===== config.mk =====
export PLATFORM = sky130hd
export DESIGN_NAME = pso_ctrl
export DESIGN_NICKNAME = d
export VERILOG_FILES = /design/src/rtl/core/assert_macros.svh /design/src/rtl/core/pso_pkg.sv /design/src/rtl/core/pso_ctrl.sv
export SDC_FILE = /design/constraint.sdc
export NUM_CORES = 1
export LEC_CHECK = 0
export ABC_AREA = 1
export BUFFER_PORTS_ARGS = -buffer_cell sky130_fd_sc_hd__buf_2
export CAP_MARGIN = 5
export CORE_AREA = 2 2 39 41
export CTS_CLUSTER_DIAMETER = 200
export DETAILED_ROUTE_END_ITERATION = 8
export DIE_AREA = 0 0 41 43
export GPL_ROUTABILITY_DRIVEN = 0
export GPL_TIMING_DRIVEN = 0
export PLACE_DENSITY = 0.66
export SLEW_MARGIN = 20
export SYNTH_ARGS = -nofsm -noshare
export SYNTH_HDL_FRONTEND = slang
export SYNTH_SLANG_ARGS = --single-unit

===== constraint.sdc =====
create_clock -name clk -period 1.1 [get_ports clk]
set_input_delay 0 -clock clk [delete_from_list [all_inputs] [get_ports clk]]
set_output_delay 0 -clock clk [all_outputs]
set_load 0.05 [all_outputs]

===== src/rtl/core/assert_macros.svh =====
// Assertion helpers shared by the RTL.
`ifndef ASSERT_MACROS_SVH
`define ASSERT_MACROS_SVH
`ifndef SYNTHESIS
`define ASSERT_CLK(label, clk, rst, prop, msg) \
  label: assert property (@(posedge clk) disable iff (rst) (prop)) else $error(msg);
`define ASSERT_NEVER(label, clk, rst, prop, msg) \
  label: assert property (@(posedge clk) disable iff (rst) !(prop)) else $error(msg);
`else
`define ASSERT_CLK(label, clk, rst, prop, msg)
`define ASSERT_NEVER(label, clk, rst, prop, msg)
`endif
`endif


===== src/rtl/core/pso_pkg.sv =====
package pso_pkg;

  localparam int unsigned FitW = 63;
  localparam logic [62:0] BestReset = 63'd327680000000;
  localparam logic [62:0] FitMax = {63{1'b1}};

  localparam logic [2:0] RegInertia = 3'd0;
  localparam logic [2:0] RegPGain   = 3'd1;
  localparam logic [2:0] RegGGain   = 3'd2;
  localparam logic [2:0] RegTargetX = 3'd3;
  localparam logic [2:0] RegTargetY = 3'd4;
  localparam logic [2:0] RegTargetZ = 3'd5;

  localparam logic FuncLoad = 1'b0;
  localparam logic FuncStep = 1'b1;

  typedef struct packed {
    logic              func;
    logic [3:0]        particle;
    logic signed [31:0] load_pos_x;
    logic signed [31:0] load_pos_y;
    logic signed [31:0] load_pos_z;
    logic signed [31:0] load_vel_x;
    logic signed [31:0] load_vel_y;
    logic signed [31:0] load_vel_z;
  } in_word_t;

  typedef struct packed {
    logic [62:0]        fitness;
    logic signed [31:0] new_pos_x;
    logic signed [31:0] new_pos_y;
    logic signed [31:0] new_pos_z;
    logic signed [31:0] best_x;
    logic signed [31:0] best_y;
    logic signed [31:0] best_z;
  } out_word_t;

  typedef enum logic [2:0] {
    ST_IDLE, ST_READ, ST_FIT, ST_BEST, ST_VEL, ST_DONE
  } state_t;

  // Commands from the controller, decoded from its state.
  typedef struct packed {
    logic capture;   // take the input word
    logic load;      // write the loaded particle
    logic read;      // read the particle from the tables
    logic fit;       // compute one fitness term
    logic best;      // fold fitness into the bests
    logic vel;       // compute one velocity lane and write back
    logic result;    // build the result word
    logic [1:0] axis;
  } cmd_t;

  typedef struct packed {
    logic       is_step;
    logic       in_range;
  } status_t;

endpackage


===== src/rtl/core/pso_ctrl.sv =====
module pso_ctrl (
  input  logic              clk,
  input  logic              rst,
  input  logic              in_valid,
  output logic              in_stall,
  output logic              out_valid,
  input  logic              out_stall,
  input  pso_pkg::status_t  status,
  output pso_pkg::cmd_t     cmd
);

  pso_pkg::state_t state, state_next;
  logic [1:0] axis, axis_next;
  logic out_valid_next;

  always_ff @(posedge clk) begin
    if (rst) begin
      state <= pso_pkg::ST_IDLE;
      axis <= 2'd0;
      out_valid <= 1'b0;
    end else begin
      state <= state_next;
      axis <= axis_next;
      out_valid <= out_valid_next;
    end
  end

  always_comb begin
    state_next = state;
    axis_next = axis;
    cmd = '0;
    cmd.axis = axis;
    out_valid_next = out_valid && out_stall;
    in_stall = (state != pso_pkg::ST_IDLE);
    case (state)
      pso_pkg::ST_IDLE: begin
        if (in_valid) begin
          cmd.capture = 1'b1;
          state_next = pso_pkg::ST_READ;
        end
      end
      pso_pkg::ST_READ: begin
        axis_next = 2'd0;
        if (!status.in_range) begin
          state_next = pso_pkg::ST_DONE;
        end else if (!status.is_step) begin
          cmd.load = 1'b1;
          state_next = pso_pkg::ST_DONE;
        end else begin
          cmd.read = 1'b1;
          state_next = pso_pkg::ST_FIT;
        end
      end
      pso_pkg::ST_FIT: begin
        cmd.fit = 1'b1;
        axis_next = axis + 2'd1;
        if (axis == 2'd2) begin
          axis_next = 2'd0;
          state_next = pso_pkg::ST_BEST;
        end
      end
      pso_pkg::ST_BEST: begin
        cmd.best = 1'b1;
        state_next = pso_pkg::ST_VEL;
      end
      pso_pkg::ST_VEL: begin
        cmd.vel = 1'b1;
        axis_next = axis + 2'd1;
        if (axis == 2'd2) begin
          axis_next = 2'd0;
          state_next = pso_pkg::ST_DONE;
        end
      end
      pso_pkg::ST_DONE: begin
        if (!(out_valid && out_stall)) begin
          cmd.result = 1'b1;
          out_valid_next = 1'b1;
          state_next = pso_pkg::ST_IDLE;
        end
      end
      default: state_next = pso_pkg::ST_IDLE;
    endcase
  end

endmodule


# Word-level counts from Yosys, hierarchy flattened
# Index checks and enable logic that the tools add are counted.
# totals
ff_bits	6
out_inout_bits	11
# classes
muxes	21
reduce_logical	6
addsub	1
eq_ne	10
# op_table
op	count
$mux W3	6
$pmux W3 S6	1
$mux W1	10
$ne A2 B2 Y1 const B	4
$eq A3 B2 Y1 const B	2
$eq A3 B3 Y1 const B	2
$mux W2	3
$pmux W2 S2	1
$reduce_and A4 Y1	1
$eq A3 B1 Y1 const B	1
$logic_not A3 Y1	1
$reduce_bool A3 Y1	1
$add A2 B1 Y2 const B	1
$eq A2 B2 Y1 const B	1
$reduce_bool A2 Y1	1
$reduce_or A2 Y1	1
$logic_and A1 B1 Y1	1

# Logic depth before layout (Yosys ltp)
# Gate-level depths: netlist of the first run.
# logic_depth
depth_word	3
depth_mapped	7

# Worst setup path after synthesis of the first run
# No wires, ideal clock.
# synth_timing
path_type	register to output
start	register state[0]
end	output cmd[8] (netlist name)
path_buffers	0
arrival_time_ps	1437
required_ps	1100
stages_incl_launch_ff	4
setup_slack_ps	-337
cell_sequence	dfxtp_1 > nor2_2 > nand2_2 > nor2_1
# synth_lines
item	line	text
start: declaration	pso_ctrl.sv:12	pso_pkg::state_t state, state_next;
start signal: assignment	pso_ctrl.sv:18	state <= pso_pkg::ST_IDLE;
start signal: assignment	pso_ctrl.sv:22	state <= state_next;
end: declaration	pso_ctrl.sv:9	output pso_pkg::cmd_t cmd

==> results, run 1 <==
- The post-detailed-placement half-perimeter wirelength is 698 µm.
- The static power due to leakage is around 0.35 nW.
- For this design the total switching power over the nets is ~0.001 W.
- For this design, the sink count on the clock tree is 6.
- The share of synthesized area occupied by flip-flops and latches is 0.286.
- By area the synthesized netlist is led by sky130_fd_sc_hd__dfxtp_1 (29%), sky130_fd_sc_hd__inv_1 (12%), sky130_fd_sc_hd__nand2_1 (11%).
- The clock share of power is 0.108.
- The flow ran to the end, but the final reports show violations.
- The max capacitance violation total is 0.
- The detailed-route wire length per cell is 8.40 µm.
- Between clock sinks in the finished design, the worst skew comes to around 0.0047 ns.
- The fill cell total of the finished layout is 150.
- The clock passes through at most 2 buffers.
- The library cells used most frequently in the layout, excluding fill and tap cells, are sky130_fd_sc_hd__inv_1 (11), sky130_fd_sc_hd__nand2_1 (10), sky130_fd_sc_hd__buf_2 (8).
- The root buffer cell chosen for the clock tree is sky130_fd_sc_hd__clkbuf_4.
- The count of buffers added on input and output ports is 16.
- The sequential cell area in the final layout is approximately 140 µm².
- Compared with the post-synthesis result, the final layout area differs by 64.0%.
- The maximum VDD drop is 966 µV.
- After global routing, the most crowded layer is met2.
- For met1 alone, demand over resource in global routing was 0.149.
- The flip-flop and latch count after synthesis is 6.
- Yosys printed 0 warnings.
- The data arrival time at the worst-slack endpoint is 1.13 ns.
- For this run, design rule violations remaining after detail routing come to 0.
- Setup repair after global routing could not meet its margin everywhere.
- The worst-path maximum fanout is 4.
- The internal power of the cells totals just under 0.0009 W.
- The number of setup violations in the final report is 4.
- The first-pass GRT wire length is 1.45 mm.
- Summed over all layers, the global routing overflow is 0.
- The pin count of the biggest net entering global routing is 8.
- The vertical extent of the die is between 40 and 50 µm.
- The die width is a little over 40 µm.
- The final reports fail on setup timing.
- The minimum clock period is 1.13 ns.
- Synthesis produced a netlist with a net count of slightly above 70.
- TritonCTS built the clock tree.
- The synthesized cell area is 420 µm².
- The critical path is of the flip-flop to output port type.
- In the final layout, the share of cells above drive strength 1 is 0.584.
- The via density per instance is about 4.4.
- Of the total power, the share spent switching nets is 0.525.
- For this design the ratio of total power to cell area is 2690 nW/µm².
- Synthesis produced 66 cells.
- The share of the core filled with cells in the final layout is 0.498.
- Adding up every negative setup slack in the final design gives -0.102 ns.
- In the global route stage, met3 resource usage came out at 0.0157.
- Averaged over all synthesized cells, the footprint is 6.37 µm².
- The final hold violation count was 0.
- The share of the clock period used by the worst path is 1.03.
- 17 I/O pins were placed.
- Summing over every cut layer, the via total after detailed routing is between 400 and 500.
- The clock slew at the register clock pins of the worst setup and hold paths is 0.05 ns.
- The H-tree depth is 1.
- The detail route stage leaves a number of antenna-violating nets equal to 0.
- Timing would allow up to 882 MHz.
- The initial antenna violation count is 0.
- The total wire length is 882 µm.
- The worst pin sits at a relative slew slack of 0.835.
- The endpoint type of the worst setup path is an output port.
- The least setup slack across all paths after layout is -0.0342 ns.
- The multi-input combinational cells in the finished layout cover a total of 292 µm².
- The die covers 1760 µm².
- The region available for standard cell placement spans around 1400 µm².
- The cell type with the highest aggregate area in the netlist is sky130_fd_sc_hd__dfxtp_1.
- The library cell used most frequently in the layout, excluding fill and tap cells, is sky130_fd_sc_hd__inv_1.
- In the global route stage, overall resource usage came out at 0.119.
- The repair_antennas step left the layout with diodes totalling 0.
- The later pin in the worst-skew pair is clocked with a latency of 0.24 ns.
- The transition at the pin with the smallest max-transition slack is 0.249 ns.
- The part of the power in registers is 0.217.
- The type of the most critical hold path is input port to flip-flop.
- The via count of the first global-routing pass is 398.
- In the final design database the tool counted 97 nets.
- In the global route stage, met2 resource usage came out at 0.178.
- The first detailed-routing pass took 4 iterations.
- The required time at the endpoint of the critical path is 1.10 ns.
- The portion of total power attributed to combinational logic is 0.675.
- The type of origin of the critical path is a flip-flop.
- Row generation in the floorplan step produced 14 rows.
- The share of synthesized area in the top cell type comes to 0.286.
- The starting utilization of the core area is 0.304.
- The number of distinct library cell variants in the gate-level netlist after synthesis is 13.
- The violation count after the first detailed-routing iteration is 6.
- The number of clock buffers added by TritonCTS is 3.
- The number of max-slew violations in the final report was 0.
==> repair_timing <==
action                                 4_1_cts  5_1_grt
hold buffers                                 1        0
pin swaps                                    5        2
setup endpoints to repair                   10        9
setup buffers                                3        0
endpoints found under the hold margin        2        0
resized for setup                           20        8
==> synthesized netlist by cell type <==
cell type,n
sky130_fd_sc_hd__nand2_1,12
sky130_fd_sc_hd__nand3_1,3
sky130_fd_sc_hd__a21oi_2,1
sky130_fd_sc_hd__nor2_4,2
sky130_fd_sc_hd__inv_2,2
sky130_fd_sc_hd__nor2_2,4
sky130_fd_sc_hd__inv_1,13
sky130_fd_sc_hd__a21oi_1,4
sky130_fd_sc_hd__dfxtp_1,6
sky130_fd_sc_hd__nand3_2,4
sky130_fd_sc_hd__nor2_1,10
sky130_fd_sc_hd__nand2_2,4
sky130_fd_sc_hd__o21ai_0,1
==> critical path, cell delays in order (launching register included) <==
cell	delay (ns)
sky130_fd_sc_hd__dfxtp_4	0.36
sky130_fd_sc_hd__inv_6	0.08
sky130_fd_sc_hd__nand2_4	0.05
sky130_fd_sc_hd__nor2_4	0.10
sky130_fd_sc_hd__nand2_2	0.06
sky130_fd_sc_hd__nor2_2	0.09
sky130_fd_sc_hd__buf_6	0.16
==> power groups by stage <==
| stage | Clock [W] | Combinational, W | Sequential (W) |
|---|---|---|---|
| 2_1_floorplan | 0 | 0.000784 | 0.000444 |
| 3_3_place_gp | 0 | 0.00101 | 0.000382 |
| 3_5_place_dp | 0 | 0.00102 | 0.000385 |
| 4_1_cts | 0.000211 | 0.00121 | 0.000402 |
| 5_1_grt | 0.000216 | 0.00134 | 0.000416 |
| 6_report | 0.000199 | 0.00125 | 0.000402 |
==> worst paths after layout <==
check	endpoint	slack, ns	start	cells after the start
hold / removal	out_valid	0.11	out_stall	3
hold reg to reg	axis[1]	0.51	axis[1]	2
setup / recovery	cmd[7]	-0.03	state[2]	6
setup reg to reg	state[2]	0	state[0]	6
==> metal layers <==
layer / wire length, µm / vias to the layer above / share of wire
met5: 0 / - / 0
met4: 19 / 0 / 0.022
met3: 49 / 2 / 0.056
met2: 418 / 14 / 0.47
met1: 396 / 197 / 0.45
li1: - / 247 / -
==> sequential cells by signal (all words and copies together) (netlist names) <==
| name | count |
|---|---|
| out_valid | 1 |
| axis | 2 |
| state | 3 |
==> layout make-up <==
| class | count | share of cell area |
|---|---|---|
| Clock buffer | 3 | 0.0327 |
| Inverter | 15 | 0.0889 |
| Timing Repair Buffer | 20 | 0.230 |
| Sequential cell | 6 | 0.196 |
| Multi-Input combinational cell | 45 | 0.423 |
| Tap cell | 16 | 0.0290 |
==> stage by stage <==
step / total power [W] / hold slack [ns] / area (µm²) / cells / setup slack (ns)
3_5_place_dp: 0.00141 / 0.232 / 549 / 98 / -0.0638
3_3_place_gp: 0.00139 / 0.231 / 549 / 98 / -0.0559
4_1_cts: 0.00182 / 0.107 / 671 / 105 / -0.0785
6_report: 0.00185 / 0.109 / 689 / 105 / -0.0342
2_1_floorplan: 0.00123 / 0.0551 / 449 / 66 / -0.0575
5_1_grt: 0.00197 / 0.165 / 689 / 105 / -0.100
==> cell families (layout without fill, tap and decap cells) <==
logic type             count (synthesis)  after routing  synth area share
flip-flops                             6              6             0.286
buffers and inverters                 15             38             0.134
AO/OA/AOI/OAI                          6              6            0.0804
AND/OR/NAND/NOR                       39             39             0.500
Note: power is estimated with default switching activity, not from simulation.
==> inputs of run 2 (changes only) <==
--- a/config.mk
+++ b/config.mk
@@ -5,7 +5,6 @@
 export SDC_FILE = /design/constraint.sdc
 export NUM_CORES = 1
 export LEC_CHECK = 0
-export ABC_AREA = 1
 export BUFFER_PORTS_ARGS = -buffer_cell sky130_fd_sc_hd__buf_2
 export CAP_MARGIN = 5
 export CORE_AREA = 2 2 39 41
@@ -14,7 +13,7 @@
 export DIE_AREA = 0 0 41 43
 export GPL_ROUTABILITY_DRIVEN = 0
 export GPL_TIMING_DRIVEN = 0
-export PLACE_DENSITY = 0.66
+export PLACE_DENSITY = 0.72
 export SLEW_MARGIN = 20
 export SYNTH_ARGS = -nofsm -noshare
 export SYNTH_HDL_FRONTEND = slang
==> run 2 against run 1 <==
Net effect: the run still ends with setup timing left; sequential share of layout area decreased by 3.5 points; worst setup slack worse by 0.22 ns; first-iteration DRC count is 17% lower; utilization grew 14 points; non-clock buffer count up 7; highest routed layer unchanged.
==> results, run 2 <==
- The flow ran to the end, but the final reports show violations.
- The checks that failed: setup timing.
- The design draws 0.00319 W.
- The static power due to leakage is 0.362 nW.
- The register ranked first by flip-flop count is state.
- In this run the worst hold path is classified as input port to flip-flop.
- The core region is 1380 µm².
- Headroom to the max-slew limit came out at 0.831.
- The number of buffers added on ports is 16.
- After detailed placement, the design holds a cell count of 90.
- STA classifies the critical path startpoint as a flip-flop.
- The proportion of synthesized flip-flops having asynchronous set or reset is 0.
- The pin count of the biggest net entering global routing is 11.
- The clock sink total is 6.
- The via count of the first global-routing pass came to 500.
- The number of placed I/O pins is 17.
- The peak clock frequency supported by timing is 737 MHz.
- Registers take roughly 140 µm².
- After synthesis the netlist holds a flip-flop and latch count of 6.
- For this block, the routed nets add up to 1.47 mm of wire.
- In the final layout, the registers with the most flip-flops are state (3), axis (2), out_valid (1).
- The first TritonRoute pass finished after 4 iterations.
- The initial utilization of the core area, before any placement, comes to 0.356.
- The die outline area is ~1800 µm².
- The number of buffers on the longest clock path is 2.
- The net count after synthesis is 64.
- Leaving out fill and tap cells, the most frequent cell in the layout is sky130_fd_sc_hd__buf_2.
- For this run, design rule violations remaining after detail routing come to 0.
- The tool flagged a number of max-cap violations equal to 0.
- For the worst setup path, the data required time is 1.10 ns.
- In the post-synthesis netlist, the biggest area contributors are sky130_fd_sc_hd__dfxtp_1 (24%), sky130_fd_sc_hd__a21oi_1 (7.1%), sky130_fd_sc_hd__a2111oi_4 (5.6%).
- For the pin with the worst max-slew slack, the measured transition is approximately 0.25 ns.
- Setup repair after global routing could not meet its margin everywhere.
- The clock slew at the register clock pins of the worst setup and hold paths is approximately 0.05 ns.
- The detailed-route wire length per cell is 14.5 µm.
- In this run, synthesis inferred 0 flip-flops with an integrated enable.
- In this run the clock root is driven by a sky130_fd_sc_hd__clkbuf_4.
- The average instance in the mapped netlist occupies 8.50 µm².
- The global-route usage over all layers is 0.207.
- The worst-path maximum fanout is 3.
- The number of max-slew violations in the final report came to 0.
- Across all layers, the routed design uses 543 vias.
- Measured along the x axis, the die boundary spans 41 µm.
- Across all hold checks on the routed design, the worst slack comes to ~0.030 ns.
- The vertical extent of the die is 43 µm.
- The maximum VDD drop is 1570 µV.
- The yosys synthesis warning count is 0.
- In the layout the commonest cells are sky130_fd_sc_hd__buf_2 (9), sky130_fd_sc_hd__buf_6 (7), sky130_fd_sc_hd__buf_4 (7).
- Setup violations remaining at the end of the flow were counted as 13.
- The number of antenna cells inserted is 0.
- The share of synthesized area occupied by flip-flops and latches is 0.244.
- The non-filler instance count after layout is about 100.
- Data on the critical path arrives at its endpoint at 1.36 ns.
- The share of the clock period used by the worst path is 1.23.
- The clock tree skew after final layout is a little under 0.009 ns.
- The register with the most flip-flops in the layout has 3 of them.
- The initial antenna violation count came to 0.
- The H-tree depth is 1.
- The ratio of total power to cell area is 3600 nW/µm².
- sky130_fd_sc_hd__a21oi_1 is the most common cell in the netlist.
- The worst setup path is of the flip-flop to output port kind.
- Relative to the synthesized area, the layout overhead comes to 79.4%.
- The least setup slack across all paths after layout is -0.256 ns.
- At the placement stage, the worst setup path has a slack of -0.185 ns.
- Synthesis produced a netlist whose cell count is 58.
- The CTS tree is done.
- The portion of synthesized cell area occupied by the leading cell type is 0.244.
- The clock latency at the later pin of the worst-skew pair is 0.25 ns.
- The final net count is 92.
- The via density per instance is 5.38.
- The standard-cell row count is 14.
- Buffers inserted during clock tree synthesis total 3.
- STA classifies the critical path endpoint as an output port.
- The leading register cell type out of synthesis is sky130_fd_sc_hd__dfxtp_1.
- The number of different library cells used by synthesis comes to 31.
- Counting instances, the worst hold path has a depth of 3.
- The largest total area in the synthesized netlist belongs to sky130_fd_sc_hd__dfxtp_1.
- Summing all multi-input logic gate instances after layout gives between 400 and 500 µm².
- The final hold violation count came to 0.
- After the first detailed-routing iteration, the DRC count stood at 5.
- The hold buffer count at cts is 0.
- Ranked by instance count, the synthesized netlist is headed by sky130_fd_sc_hd__a21oi_1 (7), sky130_fd_sc_hd__dfxtp_1 (6), sky130_fd_sc_hd__nor2_1 (6), sky130_fd_sc_hd__nand2_1 (3).
- The first-pass GRT wire length is 2.39 mm.
- The number of nets still failing antenna checks after routing is 0.
- The share of the core filled with cells in the final layout is 0.639.
- The overflow left after global routing is 0.
- The synthesized cell area is 493 µm².
- Of the cells placed in the final design, the portion with a size suffix greater than 1 is 0.718.
- The fill cell total of the finished layout is 117.
- Once detailed placement completed, the half-perimeter wirelength came to ~900 µm.
- The minimum clock period is 1.36 ns.
- For the worst flop-to-flop path, the logic depth is 5.
-- run 2: cell count changes after synthesis, sizes merged, moves of 4 or more --
cell   before  now
nand3       7    2
nand2      16    3
buf         0    4
nor2       16    6
inv        15    2
-- run 2: power breakdown --
part	switching [W]	total (W)	internal, W	leakage (nW)
registers	0.000160	0.000511	0.000350	0.0533
clock network	0.0000838	0.000221	0.000138	0.0150
logic	0.00133	0.00245	0.00113	0.293
total	0.00157	0.00319	0.00161	0.362
-- run 2: final timing paths --
kind / end / slack, ns / startpoint
min: out_valid / 0.03 / out_stall
max: cmd[8] / -0.26 / state[1]
max reg2reg: state[1] / -0.21 / state[1]
min reg2reg: out_valid / 0.51 / out_valid
-- run 2: area by class of cell --
cell class | count | share of cell area
buffer | 3 | 0.0467
sequential | 6 | 0.161
timing repair buffer | 24 | 0.221
multi-input combinational | 46 | 0.511
clock buffer | 4 | 0.0297
inverter | 2 | 0.00849
tap | 16 | 0.0226
-- run 2: per-layer routing --
layer	vias up	share of wire	global-route usage
met2	11	0.54	0.313
met3	2	0.035	0.0785
met5	-	0	0
met1	263	0.42	0.266
met4	0	0.010	0.0600
li1	267	-	-
-- run 2: through the flow --
stage / setup TNS, ns / area, µm²
final: -2.27 / 885
after global placement: -0.910 / 671
after global routing: -3.10 / 885
after floorplan: -0.514 / 571
after CTS: -2.53 / 825
after detailed placement: -1.10 / 671
-- run 2: critical path, cell delays in order (launching register included) --
cell and delay (ns):
sky130_fd_sc_hd__dfxtp_4 0.35, sky130_fd_sc_hd__buf_8 0.12, sky130_fd_sc_hd__or3_4 0.39, sky130_fd_sc_hd__nor2_4 0.09, sky130_fd_sc_hd__buf_6 0.16
-- run 2: kinds of logic (layout without fill, tap and decap cells) --
kind of cell             Yosys count  after routing  synth area share
AO/OA/AOI/OAI                     16             16             0.267
XOR/XNOR                           1              1            0.0178
adder cells (fa/ha/maj)            1              1            0.0203
buffers and inverters              6             33            0.0736
flip-flops                         6              6             0.244
multiplexers                       2              2            0.0406
AND/OR/NAND/NOR                   26             26             0.338
-- run 2: repair_timing --
| action | in CTS | in global routing |
|---|---|---|
| endpoints found under the setup margin | 14 | 13 |
| pin swaps | 7 | 5 |
| hold endpoints to repair | 0 | 0 |
| resized for setup | 30 | 8 |
| setup buffers | 5 | 3 |
==> inputs of run 3 (changes only) <==
--- a/config.mk
+++ b/config.mk
@@ -14,6 +14,7 @@
 export GPL_ROUTABILITY_DRIVEN = 0
 export GPL_TIMING_DRIVEN = 0
 export PLACE_DENSITY = 0.72
+export REMOVE_ABC_BUFFERS = 1
 export SLEW_MARGIN = 20
 export SYNTH_ARGS = -nofsm -noshare
 export SYNTH_HDL_FRONTEND = slang
==> run 3 against run 2 <==
Net effect: cell area down 5.7%; first-iteration DRC count down 40%; routed wire length up 3.7%; worst setup slack better by 0.011 ns; die area unchanged; utilization down 3.6 points; highest routed layer unchanged; largest cell class unchanged; non-clock buffer count up 4; the run still ends with setup timing left; hold slack worse by 0.0062 ns; register-to-register slack worse by 0.04 ns; via count up 4.1%; combinational power down 8%.
==> results, run 3 (synthesis gave the netlist of run 2 again) <==
- The CTS tree is done.
- The count of nets left with antenna violations once routing finished came out at 0.
- Leaving out fill and tap cells, the most frequent cells in the layout are sky130_fd_sc_hd__buf_4 (11), sky130_fd_sc_hd__buf_6 (9), sky130_fd_sc_hd__buf_2 (8).
- Across the routed clock network, the largest skew measured is ~0.0043 ns.
- The initial utilization of the core area, before any placement, comes to 0.356.
- The clock slew at the register clock pins of the worst setup and hold paths is approximately 0.050 ns.
- In this run the core area contains 14 standard-cell rows.
- The routed design has approximately 1.5 mm of wire.
- The die width is between 40 and 50 µm.
- Global routing finished with a remaining overflow of 0.
- In the post-route analysis, the smallest setup slack over all paths is -0.245 ns.
- The run finished, with violations left.
- Of the total power, the share spent switching nets is 0.491.
- The largest registers in the layout are state (3), axis (2), out_valid (1).
- In this run the tightest slew margin relative to its limit is 0.821.
- The number of max-slew violations in the final report is 0.
- The fill cell total of the finished layout is 115.
- In this run the power density over the cells is 3580 nW/µm².
- STA classifies the critical path endpoint as a flip-flop.
- The type of the most critical hold path is input port to flip-flop.
- After routing, the total negative slack on setup checks comes to -1.78 ns.
- The worst-case IR drop observed on VDD is 1230 µV.
- The transition at the pin with the smallest max-transition slack is 0.267 ns.
- The data arrival time at the worst-slack endpoint is between 1 and 1.5 ns.
- The type of origin of the critical path is a flip-flop.
- The tree is rooted in a sky130_fd_sc_hd__clkbuf_4.
- 0 antenna diodes ended up in the layout.
- The pin count of the biggest net entering global routing is 9.
- The first global-routing pass estimated between 2 and 2.5 mm of wire.
- The global-route usage over all layers is 0.198.
- The initial antenna violation count is 0.
- In the final layout, the share of cells above drive strength 1 is 0.648.
- Pin placement for this block handled 17 I/O pins.
- At the end of the flow the core is filled with cells to 0.603.
- The wire-length estimate of the detail-placed layout is around 750 µm.
- The detailed router finished its first iteration with 3 violations.
- The standard cell core area is 1380 µm².
- The clock share of power is 0.072.
- From synthesis to final layout, the design area changed by 69.3%.
- The via density per instance is 5.43.
- Static timing analysis puts the maximum clock frequency at 743 MHz.
- No sink is reached through more buffers than the 2 on the longest clock path.
- The via count of the first global-routing pass was between 500 and 600.
- The register with the most flip-flops in the final layout is state.
- Setup violations remaining at the end of the flow were counted as 13.
- After layout, the minimum clock period comes to 1.35 ns.
- In this run the number of H-tree levels came out at 1.
- Setup repair after global routing could not meet its margin everywhere.
- Data on the critical path is required at its endpoint by around 1.2 ns.
- Leaving out fill and tap cells, the most frequent cell in the layout is sky130_fd_sc_hd__buf_4.
- The portion of total power attributed to combinational logic is 0.756.
- The DRC violation count after routing is 0.
- The count of vias placed by the detailed router is 565.
- The floorplan step defined a die boundary enclosing 1760 µm².
- Cell internal power was estimated by the tool at around 0.0015 W.
- The design draws 0.00299 W.
- The final hold violation count is 0.
- For the worst-skew pair, the clock arrives at the later sink with an insertion delay of 0.26 ns.
- In the final routed layout, each cell accounts on average for 14.6 µm.
- Timing analysis after detailed placement gives a worst setup slack of -0.471 ns.
- The start-to-end type of the worst setup path is flip-flop to flip-flop.
- The analysis attributes to cell leakage a power of 0.364 nW.
- Of the available clock period, the critical path in the final layout requires 1.22.
- In this run the tool buffered the top-level ports with 16 buffer cells.
- The vertical extent of the die is between 40 and 50 µm.
- The number of buffers created by CTS is 3.
- The part of the power in registers is 0.172.
- The number of flip-flops in the largest register is 3.
- The worst hold slack across all endpoints is 0.0242 ns.
- The total iterations of the first detailed-routing run is 4.
- The max capacitance violation total is 0.
- The worst-path maximum fanout is 7.
- The final reports fail on setup timing.
- The clock net in this run drives a total of 6 sinks.
- The final net count is 96.
- The total net switching power is 0.00147 W.
## run 3: area by class of cell
cell class,instances,area [µm²],share of cell area
timing repair buffer,31,264,0.316
clock buffer,3,22.5,0.0270
tap,16,20.0,0.0240
multi-input combinational,46,388,0.465
sequential,6,133,0.159
inverter,2,7.51,0.00900
## run 3: path summary, 6_finish.rpt
check,start,endpoint,slack [ns],depth (start not counted)
setup / recovery,state[2],state[1],-0.25,6
hold / removal,out_stall,out_valid,0.02,3
hold reg to reg,out_valid,out_valid,0.52,2
setup reg to reg,state[2],state[1],-0.25,6
## run 3: timing repair
item | 4_1_cts | 5_1_grt
endpoints found under the hold margin | 1 | 0
resized for setup | 41 | 11
hold buffers | 1 | 0
pin swaps | 7 | 7
setup buffers | 14 | 0
endpoints found under the setup margin | 14 | 13
## run 3: worst max-delay path: stages, from the launching register on
cell                      delay [ns]
sky130_fd_sc_hd__dfxtp_4        0.38
sky130_fd_sc_hd__buf_6          0.12
sky130_fd_sc_hd__nand4_1        0.16
sky130_fd_sc_hd__buf_4          0.21
sky130_fd_sc_hd__nand2_4        0.07
sky130_fd_sc_hd__nor2_2         0.04
sky130_fd_sc_hd__o221a_1        0.24
## run 3: layer usage
layer	up-vias	part of all wire	track usage	wire [µm]
li1	280	-	-	-
met1	268	0.38	0.201	582
met2	15	0.56	0.338	851
met3	2	0.044	0.0471	67
met4	0	0.012	0.120	19
met5	-	0	0	0
## run 3: metrics by stage
step / cells / instance area [µm²]
3_5_place_dp: 86 / 564
4_1_cts: 104 / 806
5_1_grt: 104 / 835
2_1_floorplan: 54 / 464
6_report: 104 / 835
3_3_place_gp: 86 / 564
## run 3: power by group through the flow
stage          clock network, W  registers [W]  logic [W]
4_1_cts                0.000218       0.000491    0.00210
3_5_place_dp                  0       0.000540    0.00138
2_1_floorplan                 0       0.000581    0.00107
6_report               0.000215       0.000513    0.00226
3_3_place_gp                  0       0.000542    0.00136
5_1_grt                0.000233       0.000528    0.00239
